[config.mk]
export PLATFORM = sky130hd
export DESIGN_NAME = tagged_slot_pool
export DESIGN_NICKNAME = d
export VERILOG_FILES = /design/src/hdl/tsp_pkg.sv /design/src/hdl/tsp_cell.sv /design/src/hdl/tsp_cell_row.sv /design/src/hdl/tagged_slot_pool.sv
export SDC_FILE = /design/constraint.sdc
export NUM_CORES = 2
export LEC_CHECK = 0
export ABC_AREA = 1
export BUFFER_PORTS_ARGS = -buffer_cell sky130_fd_sc_hd__clkbuf_2
export CAP_MARGIN = 20
export CORE_ASPECT_RATIO = 2
export CORE_MARGIN = 8
export CORE_UTILIZATION = 55
export CTS_CLUSTER_DIAMETER = 150
export DETAILED_ROUTE_END_ITERATION = 10
export HOLD_SLACK_MARGIN = 0.1
export PLACE_DENSITY = 0.78
export SYNTH_ARGS = -nofsm -noshare
export SYNTH_HDL_FRONTEND = slang
export SYNTH_SLANG_ARGS = --single-unit
[constraint.sdc]
create_clock -name aclk -period 5.2 [get_ports aclk]
set_input_delay 0.52 -clock aclk [delete_from_list [all_inputs] [get_ports aclk]]
set_output_delay 0.52 -clock aclk [all_outputs]
set_load 0.02 [all_outputs]
[src/hdl/tsp_pkg.sv]
// Shared constants, codes and types of the tagged slot pool.
`default_nettype none
package tsp_pkg;

    // Pool geometry.
    localparam int SLOTS     = 64;
    localparam int KIND_BITS = 8;
    localparam int IDX_BITS  = (SLOTS > 1) ? $clog2(SLOTS) : 1;
    localparam int CNT_BITS  = $clog2(SLOTS + 1);

    // Fixed field widths on the stream ports.
    localparam int OP_W     = 3;
    localparam int KIND_W   = 8;
    localparam int INDEX_W  = 6;
    localparam int STATUS_W = 2;
    localparam int COUNT_W  = 7;
    localparam int S_DATA_W = 24;
    localparam int M_DATA_W = 24;

    // Request opcodes.
    typedef enum logic [OP_W-1:0] {
        OP_ALLOC = 3'd0,
        OP_FREE  = 3'd1,
        OP_FIND  = 3'd2,
        OP_FIRST = 3'd3,
        OP_NEXT  = 3'd4
    } op_t;

    // Result status codes.
    typedef enum logic [STATUS_W-1:0] {
        ST_OK   = 2'd0,
        ST_MISS = 2'd1,
        ST_BAD  = 2'd2
    } status_t;

    // Sequencer states.
    typedef enum logic [1:0] {
        S_IDLE,
        S_EVAL,
        S_COMMIT
    } state_t;

    // What a cell tests during evaluation.
    typedef enum logic [1:0] {
        M_FREE_SLOT,
        M_OCCUPIED,
        M_LIVE,
        M_MATCH
    } match_mode_t;

    // What a selected cell does at commit.
    typedef enum logic [1:0] {
        A_NONE,
        A_SET,
        A_CLEAR
    } action_t;

    // Command broadcast to every cell of the row.
    typedef struct packed {
        logic                 eval;
        logic                 commit;
        match_mode_t          mode;
        action_t              act;
        logic [KIND_BITS-1:0] kind;
    } cell_cmd_t;

endpackage
`default_nettype wire

[src/hdl/tsp_cell.sv]
// One slot of the pool: its tag, its active flag and its registered hit.
`default_nettype none
module tsp_cell (
    input  wire                  aclk,
    input  wire                  aresetn,
    input  wire tsp_pkg::cell_cmd_t cmd,
    input  wire                  window,
    input  wire                  prior_in,
    output logic                 prior_out,
    output logic                 sel
);
    import tsp_pkg::*;

    logic [KIND_BITS-1:0] kind_reg;
    logic                 active_reg;
    logic                 hit_reg;
    logic                 hit_next;

    // Local test of this slot against the broadcast request.
    always_comb begin
        case (cmd.mode)
            M_FREE_SLOT: hit_next = (kind_reg == '0);
            M_OCCUPIED:  hit_next = (kind_reg != '0);
            M_LIVE:      hit_next = (kind_reg != '0) && active_reg;
            M_MATCH:     hit_next = (kind_reg == cmd.kind) && active_reg;
            default:     hit_next = 1'b0;
        endcase
        hit_next = hit_next && window;
    end

    // The lowest hit wins: a hit further down the chain blocks this one.
    assign sel       = hit_reg && !prior_in;
    assign prior_out = hit_reg || prior_in;

    // Slot storage and hit register.
    always_ff @(posedge aclk) begin
        if (!aresetn) begin
            kind_reg   <= '0;
            active_reg <= 1'b0;
            hit_reg    <= 1'b0;
        end else begin
            if (cmd.eval) begin
                hit_reg <= hit_next;
            end
            if (cmd.commit && sel) begin
                if (cmd.act == A_SET) begin
                    kind_reg   <= cmd.kind;
                    active_reg <= 1'b1;
                end else if (cmd.act == A_CLEAR) begin
                    kind_reg   <= '0;
                    active_reg <= 1'b0;
                end
            end
        end
    end

endmodule
`default_nettype wire

[src/hdl/tsp_cell_row.sv]
// The row of slot cells, chained so that the lowest hit is selected.
`default_nettype none
module tsp_cell_row (
    input  wire                          aclk,
    input  wire                          aresetn,
    input  wire tsp_pkg::cell_cmd_t      cmd,
    input  wire [tsp_pkg::SLOTS-1:0]     window,
    output wire [tsp_pkg::SLOTS-1:0]     sel,
    output logic                         any_hit
);
    import tsp_pkg::*;

    wire [SLOTS:0] chain;

    assign chain[0] = 1'b0;

    // Each cell passes the "hit seen below" flag to its upper neighbour.
    for (genvar g = 0; g < SLOTS; g++) begin : g_cell
        tsp_cell u_cell (
            .aclk      (aclk),
            .aresetn   (aresetn),
            .cmd       (cmd),
            .window    (window[g]),
            .prior_in  (chain[g]),
            .prior_out (chain[g+1]),
            .sel       (sel[g])
        );
    end

    assign any_hit = chain[SLOTS];

endmodule
`default_nettype wire

[src/hdl/tagged_slot_pool.sv]
// Top level of the tagged slot pool: request sequencer, counters and result register.
//
//   Channel  Direction  Beat contents (tdata, lowest bit first)
//   s_       in         opcode[2:0], kind[10:3], slot_index[16:11], zero pad to 24
//   m_       out        status[1:0], slot[7:2], live_count[14:8], high_mark[21:15], pad
//
// Each request passes the states S_IDLE, which accepts the beat, S_EVAL, in which every
// cell tests its slot and registers a hit, and S_COMMIT, in which the cell chain picks
// the lowest hit, the chosen cell is written and the result enters the output register.
// A new beat is taken while the previous result still waits on m_tready; the commit
// cycle holds until the output register is free. Reset clears every slot at once.
`default_nettype none
module tagged_slot_pool (
    input  wire         aclk,
    input  wire         aresetn,
    input  wire         s_tvalid,
    output logic        s_tready,
    // opcode[2:0], kind[10:3], slot_index[16:11], zero [23:17]
    input  wire  [23:0] s_tdata,
    output logic        m_tvalid,
    input  wire         m_tready,
    // status[1:0], slot[7:2], live_count[14:8], high_mark[21:15], zero [23:22]
    output logic [23:0] m_tdata
);
    import tsp_pkg::*;

    state_t               state_reg, state_next;
    logic [OP_W-1:0]      op_reg;
    logic [KIND_BITS-1:0] kind_reg;
    logic [INDEX_W-1:0]   idx_reg;
    logic [CNT_BITS-1:0]  used_reg, used_next;
    logic [CNT_BITS-1:0]  hwm_reg, hwm_next;
    logic                 m_tvalid_reg;
    logic [23:0]          m_tdata_reg, m_tdata_next;

    cell_cmd_t            cmd;
    logic [SLOTS-1:0]     window;
    logic [SLOTS-1:0]     sel_vec;
    logic                 any_hit;
    logic [IDX_BITS-1:0]  sel_idx;
    logic                 idx_ok;
    logic                 bad_req;
    logic                 commit_fire;
    status_t              status;
    logic [INDEX_W-1:0]   slot_out;

    assign s_tready = aresetn && (state_reg == S_IDLE);
    assign m_tvalid = m_tvalid_reg;
    assign m_tdata  = m_tdata_reg;

    // Requests that are refused before any slot is looked at.
    assign idx_ok = (32'(idx_reg) < 32'(SLOTS));
    always_comb begin
        case (op_reg)
            OP_ALLOC:         bad_req = (kind_reg == '0);
            OP_FREE, OP_FIND,
            OP_NEXT:          bad_req = !idx_ok;
            OP_FIRST:         bad_req = 1'b0;
            default:          bad_req = 1'b1;
        endcase
    end

    // Per-slot window: the single addressed slot, every slot for an allocation, or the search range below the mark.
    always_comb begin
        for (int i = 0; i < SLOTS; i++) begin
            case (op_reg)
                OP_ALLOC:         window[i] = 1'b1;
                OP_FREE, OP_FIND: window[i] = (32'(i) == 32'(idx_reg));
                OP_FIRST:         window[i] = (32'(i) < 32'(hwm_reg));
                OP_NEXT:          window[i] = (32'(i) > 32'(idx_reg))
                                              && (32'(i) < 32'(hwm_reg));
                default:          window[i] = 1'b0;
            endcase
        end
    end

    // Cell command and next state.
    always_comb begin
        state_next  = state_reg;
        commit_fire = 1'b0;
        cmd.eval    = 1'b0;
        cmd.kind    = kind_reg;
        case (op_reg)
            OP_ALLOC: begin
                cmd.mode = M_FREE_SLOT;
                cmd.act  = A_SET;
            end
            OP_FREE: begin
                cmd.mode = M_OCCUPIED;
                cmd.act  = A_CLEAR;
            end
            OP_FIND: begin
                cmd.mode = M_LIVE;
                cmd.act  = A_NONE;
            end
            default: begin
                cmd.mode = M_MATCH;
                cmd.act  = A_NONE;
            end
        endcase
        if (bad_req) begin
            cmd.act = A_NONE;
        end
        case (state_reg)
            S_IDLE: begin
                if (s_tvalid) begin
                    state_next = S_EVAL;
                end
            end
            S_EVAL: begin
                cmd.eval   = 1'b1;
                state_next = S_COMMIT;
            end
            S_COMMIT: begin
                if (!m_tvalid_reg || m_tready) begin
                    commit_fire = 1'b1;
                    state_next  = S_IDLE;
                end
            end
            default: state_next = S_IDLE;
        endcase
        cmd.commit = commit_fire;
    end

    tsp_cell_row u_row (
        .aclk    (aclk),
        .aresetn (aresetn),
        .cmd     (cmd),
        .window  (window),
        .sel     (sel_vec),
        .any_hit (any_hit)
    );

    // Encode the one-hot selection into a slot number.
    always_comb begin
        sel_idx = '0;
        for (int i = 0; i < SLOTS; i++) begin
            if (sel_vec[i]) begin
                sel_idx = sel_idx | IDX_BITS'(i);
            end
        end
    end

    // Result status and counter updates.
    always_comb begin
        used_next = used_reg;
        hwm_next  = hwm_reg;
        if (bad_req) begin
            status = ST_BAD;
        end else if (any_hit) begin
            status = ST_OK;
        end else if (op_reg == OP_FREE) begin
            status = ST_BAD;
        end else begin
            status = ST_MISS;
        end
        if (status == ST_OK && op_reg == OP_ALLOC) begin
            used_next = used_reg + 1'b1;
            if ((CNT_BITS'(sel_idx) + 1'b1) > hwm_reg) begin
                hwm_next = CNT_BITS'(sel_idx) + 1'b1;
            end
        end else if (status == ST_OK && op_reg == OP_FREE && used_reg != '0) begin
            used_next = used_reg - 1'b1;
        end
        slot_out     = (status == ST_OK) ? INDEX_W'(sel_idx) : '0;
        m_tdata_next = {2'b00, COUNT_W'(hwm_next), COUNT_W'(used_next), slot_out, status};
    end

    // Sequencer, request capture, counters and output register.
    always_ff @(posedge aclk) begin
        if (!aresetn) begin
            state_reg    <= S_IDLE;
            used_reg     <= '0;
            hwm_reg      <= '0;
            m_tvalid_reg <= 1'b0;
        end else begin
            state_reg <= state_next;
            if (commit_fire) begin
                used_reg     <= used_next;
                hwm_reg      <= hwm_next;
                m_tvalid_reg <= 1'b1;
            end else if (m_tready) begin
                m_tvalid_reg <= 1'b0;
            end
        end
    end

    // Payload registers.
    always_ff @(posedge aclk) begin
        if (s_tvalid && s_tready) begin
            op_reg   <= s_tdata[2:0];
            kind_reg <= KIND_BITS'(s_tdata[10:3]);
            idx_reg  <= s_tdata[16:11];
        end
        if (commit_fire) begin
            m_tdata_reg <= m_tdata_next;
        end
    end

    // The cell chain never selects more than one slot.
    a_sel_onehot: assert property (@(posedge aclk) disable iff (!aresetn)
        $onehot0(sel_vec))
        else $error("more than one slot selected");

    // The live count never exceeds the high-water mark.
    a_count_below_mark: assert property (@(posedge aclk) disable iff (!aresetn)
        used_reg <= hwm_reg)
        else $error("live count above high-water mark");

    // A new result appears only from a commit cycle.
    a_result_from_commit: assert property (@(posedge aclk) disable iff (!aresetn)
        $rose(m_tvalid) |-> $past(state_reg == S_COMMIT))
        else $error("result without commit");

    // The high-water mark never falls.
    a_mark_monotonic: assert property (@(posedge aclk) disable iff (!aresetn)
        $past(aresetn) |-> hwm_reg >= $past(hwm_reg))
        else $error("high-water mark decreased");

endmodule
`default_nettype wire

==> impl_metrics.toml <==
[yosys]
synth_top_cells_by_area = "dfxtp_1 (35%), o21ai_0 (9.2%), a21oi_1 (7.2%)"
synth_flop_cell = "dfxtp_1"
synth.most_common_cell = "nor2_1"
synthCells = 5345
yosysWarnings = 0
seq_area_frac_synth_pct = 38.5
ys_async_sr_fraction_pct = 0
synth-seq-cells = 696
postSynthAreaPerCell_sq_um = 6.97
synth.cells.most_frequent = "nor2_1 (703), o21ai_0 (688), nand2_1 (659)"
synth_top_cell_area_share_pct = 35.3
synth_area_sq_um = 37200
yosys.area.top_type = "dfxtp_1"
synthDistinctLibCells = 66
synth_edf_count = 39

[grt]
gr-usage-all-layers_pct = 40.8
grt_max_degree = 117
grt_pass1_vias = 38800
grt_pass1_wl_um = 237000
antenna_found_initial = 1
overflow = 0

[timing]
skew_ns = 0.0303
min_period_ns = 6.25
maxSlewViolCount = 0
final-setup-viol-count = 53
rsz0062_at_grt = "yes"
relSlewSlack_pct = 11.3
finalSetupTns_ns = -23.22
finalHoldViolCount = 0
fin_ws_ns = -1.05
tightest_slew_ns = 1.33
fin_crit_sh_pct = 120
clock.fmax_mhz = 160

[clock_network]
root_buffer = "clkbuf_16"
cts_buffers = 67
clock_sinks = 696
clkTransAtPathRegs_ns = 0.08
clk_path_buf_depth = 3
htree_levels = 3
cts_tree = "built"
clkLatencyLatePin_ns = 0.67

[worst_hold_path]
whs_path_depth = 4
hp-class = "in2reg"
worstHoldEndpoint = "state_reg[1]$_SDFFE_PN0P_"
hp-start = "m_tready"

[floorplan]
initial_core_util_pct = 55.3
die_area_sq_um = 76800
fp.dieW_um = 200
core.rowCount = 135
core_area_sq_um = 67400
ios = 54
dieHeight_um = 384

[cells_and_area]
syn_to_final_growth_pct = 14.9
fin_cells = 6356
largest_reg_flops = 512
fillers = 5976
multi_input_area_sq_um = 20200
drive_gt1_share_pct = 11.7
final_nets = 5449
regArea_sq_um = 14300

[placement]
placed_cells = 6180
place_hpwl_um = 102000
io_buffers = 44
gp_congestion = 1.05

[drt]
route.detailed.drc = 0
num_vias = 40800
via_per_inst = 6.41
antenna_left = 0
drt_iter0_markers = 5234
first_pass_iters = 7
routed_wl_um = 161000
post_drt_wl_per_cell_um = 25.4

[setup_path]
cpPeakStageDelay_ns = 0.34
r2r_slack_ns = -1.05
reg2reg_from = "u_row.g_cell[1].u_cell.hit_reg$_SDFFE_PN0P_"
rr_worst_depth = 49
cp.arrival_ns = 6.79
required_ns = 5.74
cp-start-kind = "register"
r2r_end = "hwm_reg[2]$_SDFFE_PN0P_"
endpoint_kind = "register"
crit_type = "reg2reg"
crit_slowest_cell = "dfxtp_2"
crit_path_max_fanout = 8

[status]
status = "complete, but fails checks"
violations = "negative setup slack"

[power]
power_leakage_nw = 16.7
ir_drop_mv = 0.360
power_density_nw_per_um2 = 318

[flow_run]
drv_cap = 0
## placed cells by master, fill, tap and decap left out, types with 89 or more instances in the layout
master	synthesis	final
xor2_1	127	126
buf_4	2	251
dfxtp_1	657	656
nor2_1	703	681
inv_1	514	506
nand3_1	145	143
o21ai_0	688	635
nor4_1	159	159
nand2_1	659	630
nand4_1	89	89
a21oi_1	535	526
## final cells by class
cell class | count | share of cell area (%)
inverter | 546 | 4.87
tap | 890 | 2.60
antenna | 2 | 0.0117
clock buffer | 99 | 4.72
multi-input combinational | 3755 | 47.2
timing repair buffer | 342 | 6.42
clock inverter | 23 | 0.681
sequential | 696 | 33.5
timing repair inverter | 3 | 0.0526
## layer usage
layer / part of all wire [%] / track usage, %
met2: 45 / 63.7
met1: 34 / 45.2
met5: 0 / 0
met3: 9.9 / 8.11
met4: 11 / 39.9
## metrics by stage
stage	hold WS (ns)	setup WS (ns)	cell area (sq um)	power, mW	utilization (%)
2_1_floorplan	0.426	-0.340	37300	7.40	-
4_1_cts	0.109	-0.947	42200	13.4	62.5
5_1_grt	0.164	-1.63	42800	14.0	63.5
6_report	0.146	-1.05	42800	13.6	63.5
3_5_place_dp	0.453	-0.963	39500	8.20	58.6
3_3_place_gp	0.440	-0.919	39400	8.14	58.5
## worst max-delay path: cells and delay by family (launching register included)
family	cells	cell delay [ns]
AO/OA/AOI/OAI	4	0.29
flip-flops	1	0.34
buffers and inverters	6	0.64
adder cells (fa/ha/maj)	1	0.30
AND/OR/NAND/NOR	38	4.48
## how the worst max path moves through the flow
stage | start | end | slack [ns] | depth (start not counted)
floorplan | u_row.g_cell[1].u_cell.hit_reg$_SDFFE_PN0P_ | m_tdata[16]$_DFFE_PP_ | -0.34 | 48
global placement | u_row.g_cell[1].u_cell.hit_reg$_SDFFE_PN0P_ | hwm_reg[0]$_SDFFE_PN0P_ | -0.92 | 50
detailed placement | u_row.g_cell[1].u_cell.hit_reg$_SDFFE_PN0P_ | hwm_reg[0]$_SDFFE_PN0P_ | -0.96 | 48
CTS | u_row.g_cell[1].u_cell.hit_reg$_SDFFE_PN0P_ | hwm_reg[2]$_SDFFE_PN0P_ | -0.95 | 49
global route | u_row.g_cell[1].u_cell.hit_reg$_SDFFE_PN0P_ | hwm_reg[2]$_SDFFE_PN0P_ | -1.63 | 48
finish | u_row.g_cell[1].u_cell.hit_reg$_SDFFE_PN0P_ | hwm_reg[2]$_SDFFE_PN0P_ | -1.05 | 49
## repair_timing
action / in CTS / in global routing
gates cloned: 1 / 8
pin swaps: 9 / 16
setup buffers: 6 / 15
endpoints found under the hold margin: 18 / 0
hold buffers: 18 / 0
gates resized for setup: 46 / 147
setup endpoints to repair: 45 / 173
## cell families (layout without fill, tap and decap cells)
family                   after synthesis  in the layout  share of synthesized area [%]
XOR/XNOR                             212            212                           4.99
other                                  1              4                         0.0101
buffers and inverters                897           1013                           9.08
AO/OA/AOI/OAI                       1612           1612                           24.4
adder cells (fa/ha/maj)               10             10                          0.336
flip-flops                           696            696                           38.5
AND/OR/NAND/NOR                     1917           1919                           22.7
## power breakdown
group	switching (mW)	internal, mW	total (mW)
Combinational	1.57	0.846	2.42
Clock	2.30	2.97	5.26
Sequential	0.249	5.67	5.92
No activity file was read; power rests on OpenSTA's default activity.
